### config.mk
export PLATFORM = sky130hd
export DESIGN_NAME = ladder_lowpass_filter
export DESIGN_NICKNAME = d
export VERILOG_FILES = /design/src/rtl/llf_pkg.sv /design/src/rtl/llf_seq.sv /design/src/rtl/llf_datapath.sv /design/src/rtl/ladder_lowpass_filter.sv
export SDC_FILE = /design/constraint.sdc
export NUM_CORES = 2
export LEC_CHECK = 0
export ABC_AREA = 0
export BUFFER_PORTS_ARGS = -buffer_cell sky130_fd_sc_hd__buf_4
export CORE_MARGIN = 3
export CORE_UTILIZATION = 30
export CTS_BUF_LIST = sky130_fd_sc_hd__clkbuf_8
export CTS_CLUSTER_DIAMETER = 40
export DETAILED_ROUTE_END_ITERATION = 6
export RECOVER_POWER = 50
export SYNTH_ARGS = -nofsm -noshare
export SYNTH_HDL_FRONTEND = slang
export SYNTH_SLANG_ARGS = --single-unit
### constraint.sdc
create_clock -name clk -period 15.9 [get_ports clk]
set_input_delay 1.59 -clock clk [delete_from_list [all_inputs] [get_ports clk]]
set_output_delay 1.59 -clock clk [all_outputs]
set_load 0.01 [all_outputs]
### src/rtl/llf_pkg.sv
// shared types, constants and the microcode program of the ladder lowpass filter
// no dependencies; used by the sequencer, the datapath and the top level
package llf_pkg;

  localparam int PC_W        = 4;
  localparam int GAIN_W      = 16;
  localparam int FB_W        = 19;
  localparam int CFG_INDEX_W = 2;
  localparam int CFG_DATA_W  = 19;
  localparam int ROUND_SHIFT = 16;

  localparam logic [CFG_INDEX_W-1:0] REG_STAGE_GAIN    = 2'd0;
  localparam logic [CFG_INDEX_W-1:0] REG_FEEDBACK_GAIN = 2'd1;

  localparam logic [GAIN_W-1:0] STAGE_GAIN_RESET    = 16'd32768;
  localparam logic [FB_W-1:0]   FEEDBACK_GAIN_RESET = 19'd0;

  // program entry points
  localparam logic [PC_W-1:0] STEP_LOAD = 4'd0;
  localparam logic [PC_W-1:0] STEP_PASS = 4'd1;

  typedef enum logic [2:0] {
    OP_NOP,
    OP_LOAD,
    OP_MUL_FB,
    OP_SUB_X,
    OP_MUL_G,
    OP_ADD_S,
    OP_AVG,
    OP_EMIT
  } op_t;

  typedef enum logic [1:0] {
    JMP_NONE,
    JMP_FIRST,
    JMP_ALWAYS
  } jmp_t;

  typedef struct packed {
    op_t             op;
    logic [1:0]      stage;
    jmp_t            jmp;
    logic [PC_W-1:0] target;
  } uword_t;

  typedef struct packed {
    op_t        op;
    logic [1:0] stage;
    logic       fire;
  } ctl_t;

  // control store: one pass is steps 1 to 11, run twice per item
  function automatic uword_t ucode(input logic [PC_W-1:0] pc);
    uword_t w;
    w = '{op: OP_NOP, stage: 2'd0, jmp: JMP_ALWAYS, target: STEP_LOAD};
    unique case (pc)
      4'd0:    w = '{op: OP_LOAD,   stage: 2'd0, jmp: JMP_NONE,   target: STEP_LOAD};
      4'd1:    w = '{op: OP_MUL_FB, stage: 2'd0, jmp: JMP_NONE,   target: STEP_LOAD};
      4'd2:    w = '{op: OP_SUB_X,  stage: 2'd0, jmp: JMP_NONE,   target: STEP_LOAD};
      4'd3:    w = '{op: OP_MUL_G,  stage: 2'd0, jmp: JMP_NONE,   target: STEP_LOAD};
      4'd4:    w = '{op: OP_ADD_S,  stage: 2'd0, jmp: JMP_NONE,   target: STEP_LOAD};
      4'd5:    w = '{op: OP_MUL_G,  stage: 2'd1, jmp: JMP_NONE,   target: STEP_LOAD};
      4'd6:    w = '{op: OP_ADD_S,  stage: 2'd1, jmp: JMP_NONE,   target: STEP_LOAD};
      4'd7:    w = '{op: OP_MUL_G,  stage: 2'd2, jmp: JMP_NONE,   target: STEP_LOAD};
      4'd8:    w = '{op: OP_ADD_S,  stage: 2'd2, jmp: JMP_NONE,   target: STEP_LOAD};
      4'd9:    w = '{op: OP_MUL_G,  stage: 2'd3, jmp: JMP_NONE,   target: STEP_LOAD};
      4'd10:   w = '{op: OP_ADD_S,  stage: 2'd3, jmp: JMP_NONE,   target: STEP_LOAD};
      4'd11:   w = '{op: OP_AVG,    stage: 2'd0, jmp: JMP_FIRST,  target: STEP_PASS};
      4'd12:   w = '{op: OP_EMIT,   stage: 2'd0, jmp: JMP_ALWAYS, target: STEP_LOAD};
      default: w = '{op: OP_NOP,    stage: 2'd0, jmp: JMP_ALWAYS, target: STEP_LOAD};
    endcase
    return w;
  endfunction

endpackage

### src/rtl/llf_seq.sv
// microcode sequencer: step counter, pass flag and control store lookup
// depends on llf_pkg
module llf_seq (
  input  logic          clk,
  input  logic          rst_n,
  input  logic          in_valid,
  input  logic          out_free,
  output llf_pkg::ctl_t ctl
);

  logic [llf_pkg::PC_W-1:0] pc_r;
  logic [llf_pkg::PC_W-1:0] pc_nxt;
  logic                     pass_r;
  logic                     pass_nxt;
  llf_pkg::uword_t          word;
  logic                     stall;

  assign word = llf_pkg::ucode(pc_r);

  always_comb begin
    stall = 1'b0;
    if (word.op == llf_pkg::OP_LOAD && !in_valid) begin
      stall = 1'b1;
    end
    // result register still full
    if (word.op == llf_pkg::OP_EMIT && !out_free) begin
      stall = 1'b1;
    end
  end

  always_comb begin
    pc_nxt   = pc_r;
    pass_nxt = pass_r;
    if (!stall) begin
      if (word.jmp == llf_pkg::JMP_ALWAYS ||
          (word.jmp == llf_pkg::JMP_FIRST && !pass_r)) begin
        pc_nxt = word.target;
      end else begin
        pc_nxt = pc_r + llf_pkg::PC_W'(1);
      end
      if (word.op == llf_pkg::OP_AVG) begin
        pass_nxt = ~pass_r;
      end
    end
  end

  always_ff @(posedge clk) begin
    if (!rst_n) begin
      pc_r   <= llf_pkg::STEP_LOAD;
      pass_r <= 1'b0;
    end else begin
      pc_r   <= pc_nxt;
      pass_r <= pass_nxt;
    end
  end

  assign ctl.op    = word.op;
  assign ctl.stage = word.stage;
  assign ctl.fire  = ~stall;

endmodule

### src/rtl/llf_datapath.sv
// filter datapath: state registers, one shared multiplier, round and saturate
// depends on llf_pkg; driven by the control word of llf_seq
module llf_datapath #(
  parameter int SAMPLE_WIDTH = 18,
  parameter int STATE_WIDTH  = 24
) (
  input  logic                               clk,
  input  logic                               rst_n,
  input  llf_pkg::ctl_t                      ctl,
  input  logic signed [SAMPLE_WIDTH-1:0]     sample_in,
  input  logic [llf_pkg::GAIN_W-1:0]         stage_gain,
  input  logic [llf_pkg::FB_W-1:0]           feedback_gain,
  output logic signed [SAMPLE_WIDTH-1:0]     sample_out
);

  localparam int SW  = STATE_WIDTH;
  localparam int SW1 = SW + 1;
  localparam int DW  = SW + 1;
  localparam int CW  = llf_pkg::FB_W + 1;
  localparam int PW  = DW + CW;
  localparam int RW  = PW - llf_pkg::ROUND_SHIFT;
  localparam int AW  = RW + 1;
  localparam int SF  = SAMPLE_WIDTH - 4;
  localparam int TF  = SW - 4;

  logic signed [SW-1:0] s_r [4];
  logic signed [SW-1:0] hd_r;
  logic signed [SW-1:0] fv_r;
  logic signed [SW-1:0] xin_r;
  logic signed [SW-1:0] x_r;
  logic signed [PW-1:0] p_r;

  logic signed [SW-1:0] xin_conv;
  logic signed [CW-1:0] coef;
  logic signed [DW-1:0] mcand;
  logic signed [PW-1:0] prod;
  logic signed [PW-1:0] p_half;
  logic signed [RW-1:0] rnd;
  logic signed [AW-1:0] acc;
  logic signed [SW-1:0] acc_sat;
  logic signed [SW:0]   avg_sum;
  logic signed [SW-1:0] avg;

  function automatic logic signed [SW-1:0] sat_acc(input logic signed [AW-1:0] v);
    if (&v[AW-1:SW-1] || ~|v[AW-1:SW-1]) begin
      return v[SW-1:0];
    end else if (v[AW-1]) begin
      return {1'b1, {(SW-1){1'b0}}};
    end else begin
      return {1'b0, {(SW-1){1'b1}}};
    end
  endfunction

  // input sample into the state format
  if (TF >= SF) begin : g_in_up
    assign xin_conv = SW'(sample_in) <<< (TF - SF);
  end else begin : g_in_down
    localparam int DIFF = SF - TF;
    localparam int IW   = SAMPLE_WIDTH + 1;
    logic signed [IW-1:0] in_rnd;
    logic signed [IW-1:0] in_sh;
    assign in_rnd = IW'(sample_in) + IW'(2 ** (DIFF - 1));
    assign in_sh  = in_rnd >>> DIFF;
    assign xin_conv = (&in_sh[IW-1:SW-1] || ~|in_sh[IW-1:SW-1]) ? in_sh[SW-1:0] :
                      in_sh[IW-1] ? {1'b1, {(SW-1){1'b0}}} : {1'b0, {(SW-1){1'b1}}};
  end

  // feedback value into the sample format
  if (TF == SF) begin : g_out_same
    assign sample_out = fv_r;
  end else if (TF > SF) begin : g_out_down
    localparam int ODIFF = TF - SF;
    logic signed [SW:0] o_rnd;
    logic signed [SW:0] o_sh;
    assign o_rnd = SW1'(fv_r) + SW1'(2 ** (ODIFF - 1));
    assign o_sh  = o_rnd >>> ODIFF;
    assign sample_out =
      (&o_sh[SW:SAMPLE_WIDTH-1] || ~|o_sh[SW:SAMPLE_WIDTH-1]) ? o_sh[SAMPLE_WIDTH-1:0] :
      o_sh[SW] ? {1'b1, {(SAMPLE_WIDTH-1){1'b0}}} : {1'b0, {(SAMPLE_WIDTH-1){1'b1}}};
  end else begin : g_out_up
    assign sample_out = SAMPLE_WIDTH'(fv_r) <<< (SF - TF);
  end

  always_comb begin
    if (ctl.op == llf_pkg::OP_MUL_FB) begin
      coef  = signed'({1'b0, feedback_gain});
      mcand = DW'(fv_r);
    end else begin
      coef  = signed'(CW'(stage_gain));
      mcand = DW'(x_r) - DW'(s_r[ctl.stage]);
    end
    prod   = PW'(coef) * PW'(mcand);
    // round half up, then drop the gain fraction
    p_half = p_r + PW'(2 ** (llf_pkg::ROUND_SHIFT - 1));
    rnd    = p_half[PW-1:llf_pkg::ROUND_SHIFT];
    if (ctl.op == llf_pkg::OP_SUB_X) begin
      acc = AW'(xin_r) - AW'(rnd);
    end else begin
      acc = AW'(s_r[ctl.stage]) + AW'(rnd);
    end
    acc_sat = sat_acc(acc);
    // floor of the half sum
    avg_sum = SW1'(x_r) + SW1'(hd_r);
    avg     = avg_sum[SW:1];
  end

  always_ff @(posedge clk) begin
    if (!rst_n) begin
      for (int i = 0; i < 4; i++) begin
        s_r[i] <= '0;
      end
      hd_r <= '0;
      fv_r <= '0;
    end else if (ctl.fire) begin
      case (ctl.op)
        llf_pkg::OP_ADD_S: s_r[ctl.stage] <= acc_sat;
        llf_pkg::OP_AVG: begin
          fv_r <= avg;
          hd_r <= x_r;
        end
        default: ;
      endcase
    end
  end

  // x_r carries the cascade: the input less the feedback, then each new stage value, ending at stage four
  always_ff @(posedge clk) begin
    if (ctl.fire) begin
      case (ctl.op) inside
        llf_pkg::OP_LOAD:                      xin_r <= xin_conv;
        llf_pkg::OP_MUL_FB, llf_pkg::OP_MUL_G: p_r <= prod;
        llf_pkg::OP_SUB_X, llf_pkg::OP_ADD_S:  x_r <= acc_sat;
        default: ;
      endcase
    end
  end

endmodule

### src/rtl/ladder_lowpass_filter.sv
// top level of the four-pole resonant ladder lowpass filter
// depends on llf_pkg, llf_seq and llf_datapath
//
//   channel  | ports                     | contents
//   ---------+---------------------------+----------------------------------
//   in       | in_tvalid/tready/tdata    | sample_in, signed, low bits
//   out      | out_tvalid/tready/tdata   | sample_out, signed, low bits
//   cfg      | cfg_valid/ready/index/data| 0 stage_gain, 1 feedback_gain
//
// an item runs through one load step, two passes of eleven microcode steps
// and one step into the result register; the ten dependent multiply and round
// steps of a pass all take turns on the single shared multiplier
// in_tready is high only in the load step; a full result register stalls the
// program at its last step until out_tready frees it
// rst_n is synchronous and clears the filter state and both gains to defaults
module ladder_lowpass_filter #(
  parameter int  SAMPLE_WIDTH = 18,
  parameter int  STATE_WIDTH  = 24,
  localparam int TDATA_W      = ((SAMPLE_WIDTH + 7) / 8) * 8
) (
  input  logic                              clk,
  input  logic                              rst_n,
  input  logic                              in_tvalid,
  output logic                              in_tready,
  input  logic [TDATA_W-1:0]                in_tdata,   // sample_in
  output logic                              out_tvalid,
  input  logic                              out_tready,
  output logic [TDATA_W-1:0]                out_tdata,  // sample_out
  input  logic                              cfg_valid,
  output logic                              cfg_ready,
  input  logic [llf_pkg::CFG_INDEX_W-1:0]   cfg_index,
  input  logic [llf_pkg::CFG_DATA_W-1:0]    cfg_data
);

  logic [llf_pkg::GAIN_W-1:0]     stage_gain_r;
  logic [llf_pkg::FB_W-1:0]       feedback_gain_r;
  logic                           out_tvalid_r;
  logic [SAMPLE_WIDTH-1:0]        out_data_r;
  logic                           out_free;
  logic signed [SAMPLE_WIDTH-1:0] sample_in;
  logic signed [SAMPLE_WIDTH-1:0] sample_out;
  llf_pkg::ctl_t                  ctl;

  assign cfg_ready = 1'b1;
  assign sample_in = in_tdata[SAMPLE_WIDTH-1:0];
  assign out_free  = ~out_tvalid_r | out_tready;
  assign in_tready = (ctl.op == llf_pkg::OP_LOAD);

  llf_seq u_seq (
    .clk      (clk),
    .rst_n    (rst_n),
    .in_valid (in_tvalid),
    .out_free (out_free),
    .ctl      (ctl)
  );

  llf_datapath #(
    .SAMPLE_WIDTH (SAMPLE_WIDTH),
    .STATE_WIDTH  (STATE_WIDTH)
  ) u_dp (
    .clk           (clk),
    .rst_n         (rst_n),
    .ctl           (ctl),
    .sample_in     (sample_in),
    .stage_gain    (stage_gain_r),
    .feedback_gain (feedback_gain_r),
    .sample_out    (sample_out)
  );

  always_ff @(posedge clk) begin
    if (!rst_n) begin
      stage_gain_r    <= llf_pkg::STAGE_GAIN_RESET;
      feedback_gain_r <= llf_pkg::FEEDBACK_GAIN_RESET;
    end else if (cfg_valid) begin
      case (cfg_index)
        llf_pkg::REG_STAGE_GAIN:    stage_gain_r    <= cfg_data[llf_pkg::GAIN_W-1:0];
        llf_pkg::REG_FEEDBACK_GAIN: feedback_gain_r <= cfg_data[llf_pkg::FB_W-1:0];
        default: ;
      endcase
    end
  end

  always_ff @(posedge clk) begin
    if (!rst_n) begin
      out_tvalid_r <= 1'b0;
    end else if (ctl.fire && ctl.op == llf_pkg::OP_EMIT) begin
      out_tvalid_r <= 1'b1;
    end else if (out_tready) begin
      out_tvalid_r <= 1'b0;
    end
  end

  always_ff @(posedge clk) begin
    if (ctl.fire && ctl.op == llf_pkg::OP_EMIT) begin
      out_data_r <= sample_out;
    end
  end

  assign out_tvalid = out_tvalid_r;
  assign out_tdata  = TDATA_W'(out_data_r);

endmodule

==> flow_summary.yaml <==
run_status:
  run_status: "finished with violations"
  failing_checks: "max-capacitance violations, max-slew violations"
cts:
  post_cts_resized: 0
  numCtsBuffers: 61
  cts_setup_buffers: 0
  tritoncts: "done"
  cts.reportedPaths.clkPinSlew_ns: 0.06
  cts.hold.buffers_added: 0
  clock_tree.root_cell: "sky130_fd_sc_hd__clkbuf_8"
  clock_tree.htree_level_count: 2
  clk-insertion-delay-late_ns: 0.70
  ctsLongestPathBuffers: 3
  clock-sinks: 282
layout:
  regArea_mm2: 0.00751
  syn2layout_area_growth_pct: 10.0
  post-route-util: 0.333
  layout-drive-gt1-share: 0.0740
  count_of_inserted_antenna_diode_cells: 0
  number_of_nets_in_the_layout: 4573
  footprint_of_the_multi_input_gates_mm2: 0.0241
  layoutNonFillerInstCount: 5377
  final_cell_mix: "sky130_fd_sc_hd__inv_1 (649), sky130_fd_sc_hd__nand2_1 (530), sky130_fd_sc_hd__fa_1 (486), sky130_fd_sc_hd__nor2_1 (263), sky130_fd_sc_hd__a21oi_1 (226)"
  layout_commonest_cell: "sky130_fd_sc_hd__inv_1"
  nFillCells: 12000
route:
  dr_total_vias: 27000
  wire_per_inst_um: 18.7
  detail_route.iter0.violations: 1987
  drtAntennaViolNets: 0
  detail_route.first_pass.iterations: 6
  final_routed_wirelength_mm: 101
  post-route-drc-count: 0
  post_drt_via_cell_ratio: 5.02
yosys:
  netlist.top_cell.by_area: "sky130_fd_sc_hd__fa_1"
  synth.yosys.warnings: 0
  cell_types_with_the_largest_area_share_after_synthesis: "sky130_fd_sc_hd__fa_1 (28%), sky130_fd_sc_hd__edfxtp_1 (16%), sky130_fd_sc_hd__ha_1 (8.1%)"
  ys_dominant_reg_cell: "sky130_fd_sc_hd__edfxtp_1"
  yosysSeqAreaShare: 0.217
  count_of_flip_flops_with_a_built_in_enable_after_synthesis: 186
  synthesis.area_per_instance_um2: 9.14
  async_flop_share: 0
  syn_area_mm2: 0.0346
  synth_cell_types: 83
  postSynthCellCount: 3788
  ys_seq_elements: 282
  synthDominantCellAreaShare: 0.281
placement:
  post_detail_place_hpwl_mm: 79.4
  routabilityCongestion: 0.894
  numPortBuffers: 63
  place_inst: 5261
timing:
  timing_worst_slew_pin_value_ns: 4.24
  fmaxAchievable_mhz: 84.9
  final_period_minus_worst_setup_slack_ns: 11.77
  setup_tns_ns: 0
  timing.final.setup_violations: 0
  finalHoldViolations: 0
  timing.final.crit_share: 0.740
  clock_skew_ns: 0.0688
  final-max-slew-violation-count: 178
  rsz_0062_raised_after_global_routing: "false"
  slew_headroom: -1.83
worst_setup_path:
  cp_slowest_stage_delay_ns: 0.76
  reg2reg_slack_ns: 4.13
  worst_setup_path_start_kind: "flip-flop"
  worst_path_most_repeated_cell: "sky130_fd_sc_hd__fa_1"
  critical_path_arrival_ns: 12.13
  crit_path_max_fanout: 28
  crit_path_top_delay_cell: "sky130_fd_sc_hd__fa_1"
  timing.setup.critical_path_class: "reg2reg"
  required_ns: 16.26
  worst_setup_path_end_kind: "flip-flop"
grt:
  grt_pass1_vias: 27400
  grt.total_usage: 0.169
  number_of_antenna_violations_at_the_first_check_in_global_routing: 1
  gr-total-overflow: 0
  pin_count_of_the_biggest_net_entering_global_routing: 99
  grt_first_pass_wirelength_mm: 160
floorplan:
  die_h_um: 346
  floorplan.rows: 124
  dieWidth_um: 346
  core-area_mm2: 0.115
  io_pins: 77
  floorplan.initialDensity: 0.302
  fp.dieArea_mm2: 0.120
flow_run:
  max-cap-violations: 5
hold_path:
  holdCritPathClass: "reg2reg"
-- stage by stage --
step	hold WS (ns)	cell area [um2]	setup WS, ns
final	0.459	38100	4.13
after floorplan	0.440	34700	5.11
after detailed placement	0.453	36900	4.27
after global placement	0.446	36900	4.30
after global routing	0.476	38100	3.45
after CTS	0.459	38200	4.21
-- critical path, delay by kind of cell, from the launching register on --
family / cells / cell delay [ns]
compound gates: 14 / 3.25
fa+ha+maj: 10 / 4.94
buf+inv: 6 / 1.29
flops: 1 / 0.31
mux: 1 / 0.38
simple gates: 8 / 1.27
-- metal layers --
layer / share of wire / GRT usage / up-vias
met2: 0.46 / 0.271 / 926
met5: 0 / 0 / -
met4: 0.036 / 0.0539 / 0
li1: - / - / 12500
met1: 0.44 / 0.232 / 13400
met3: 0.074 / 0.0300 / 198
-- state kept, by name, indices dropped and copies added (netlist names), 7 cells and up --
name / count
u_dp.fv_r: 24
u_dp.xin_r: 18
out_data_r: 18
u_dp.p_r: 30
feedback_gain_r: 19
u_dp.s_r: 96
u_dp.x_r: 24
u_dp.hd_r: 24
stage_gain_r: 16
u_seq.word: 7
-- Yosys cell counts, drive strengths merged, types with 19 or more instances --
cell and number:
and3 89, inv 629, xnor2 85, nor2 265
o21ai 81, nor3 44, xor2 59, edfxtp 186
a21oi 226, buf 31, a31oi 19, a211oi 99
clkbuf 140, mux4 24, nand2 530, a21o 53
o21a 20, nor2b 20, mux2i 26, ha 225
fa 486, and2 37, nand3 61, dfxtp 96
-- final timing paths --
kind,cells past startpoint,to,from
min,2,u_dp.hd_r[3],u_dp.hd_r[3]
min reg2reg,2,u_dp.hd_r[3],u_dp.hd_r[3]
max,39,u_dp.p_r[43],u_seq.word[6]
max reg2reg,39,u_dp.p_r[43],u_seq.word[6]
-- cells by family after synthesis --
| kind of cell | after synthesis | synth area share |
|---|---|---|
| AO/OA/AOI/OAI | 626 | 0.118 |
| XOR/XNOR | 144 | 0.0364 |
| adder cells (fa/ha/maj) | 711 | 0.362 |
| buffers and inverters | 800 | 0.0883 |
| flip-flops | 282 | 0.217 |
| multiplexers | 59 | 0.0260 |
| other | 2 | 0.000217 |
| AND/OR/NAND/NOR | 1164 | 0.152 |
-- cell type report --
type                       instances  share of cell area
timing repair buffer             127              0.0233
multi-input combinational       2711               0.633
tap                             1512              0.0496
inverter                         629              0.0620
sequential                       282               0.197
clock buffer                      71              0.0256
clock inverter                    45             0.00890
Power is not shown: default switching activity piles up to over one toggle a cycle in this logic, so the estimate is an artifact.
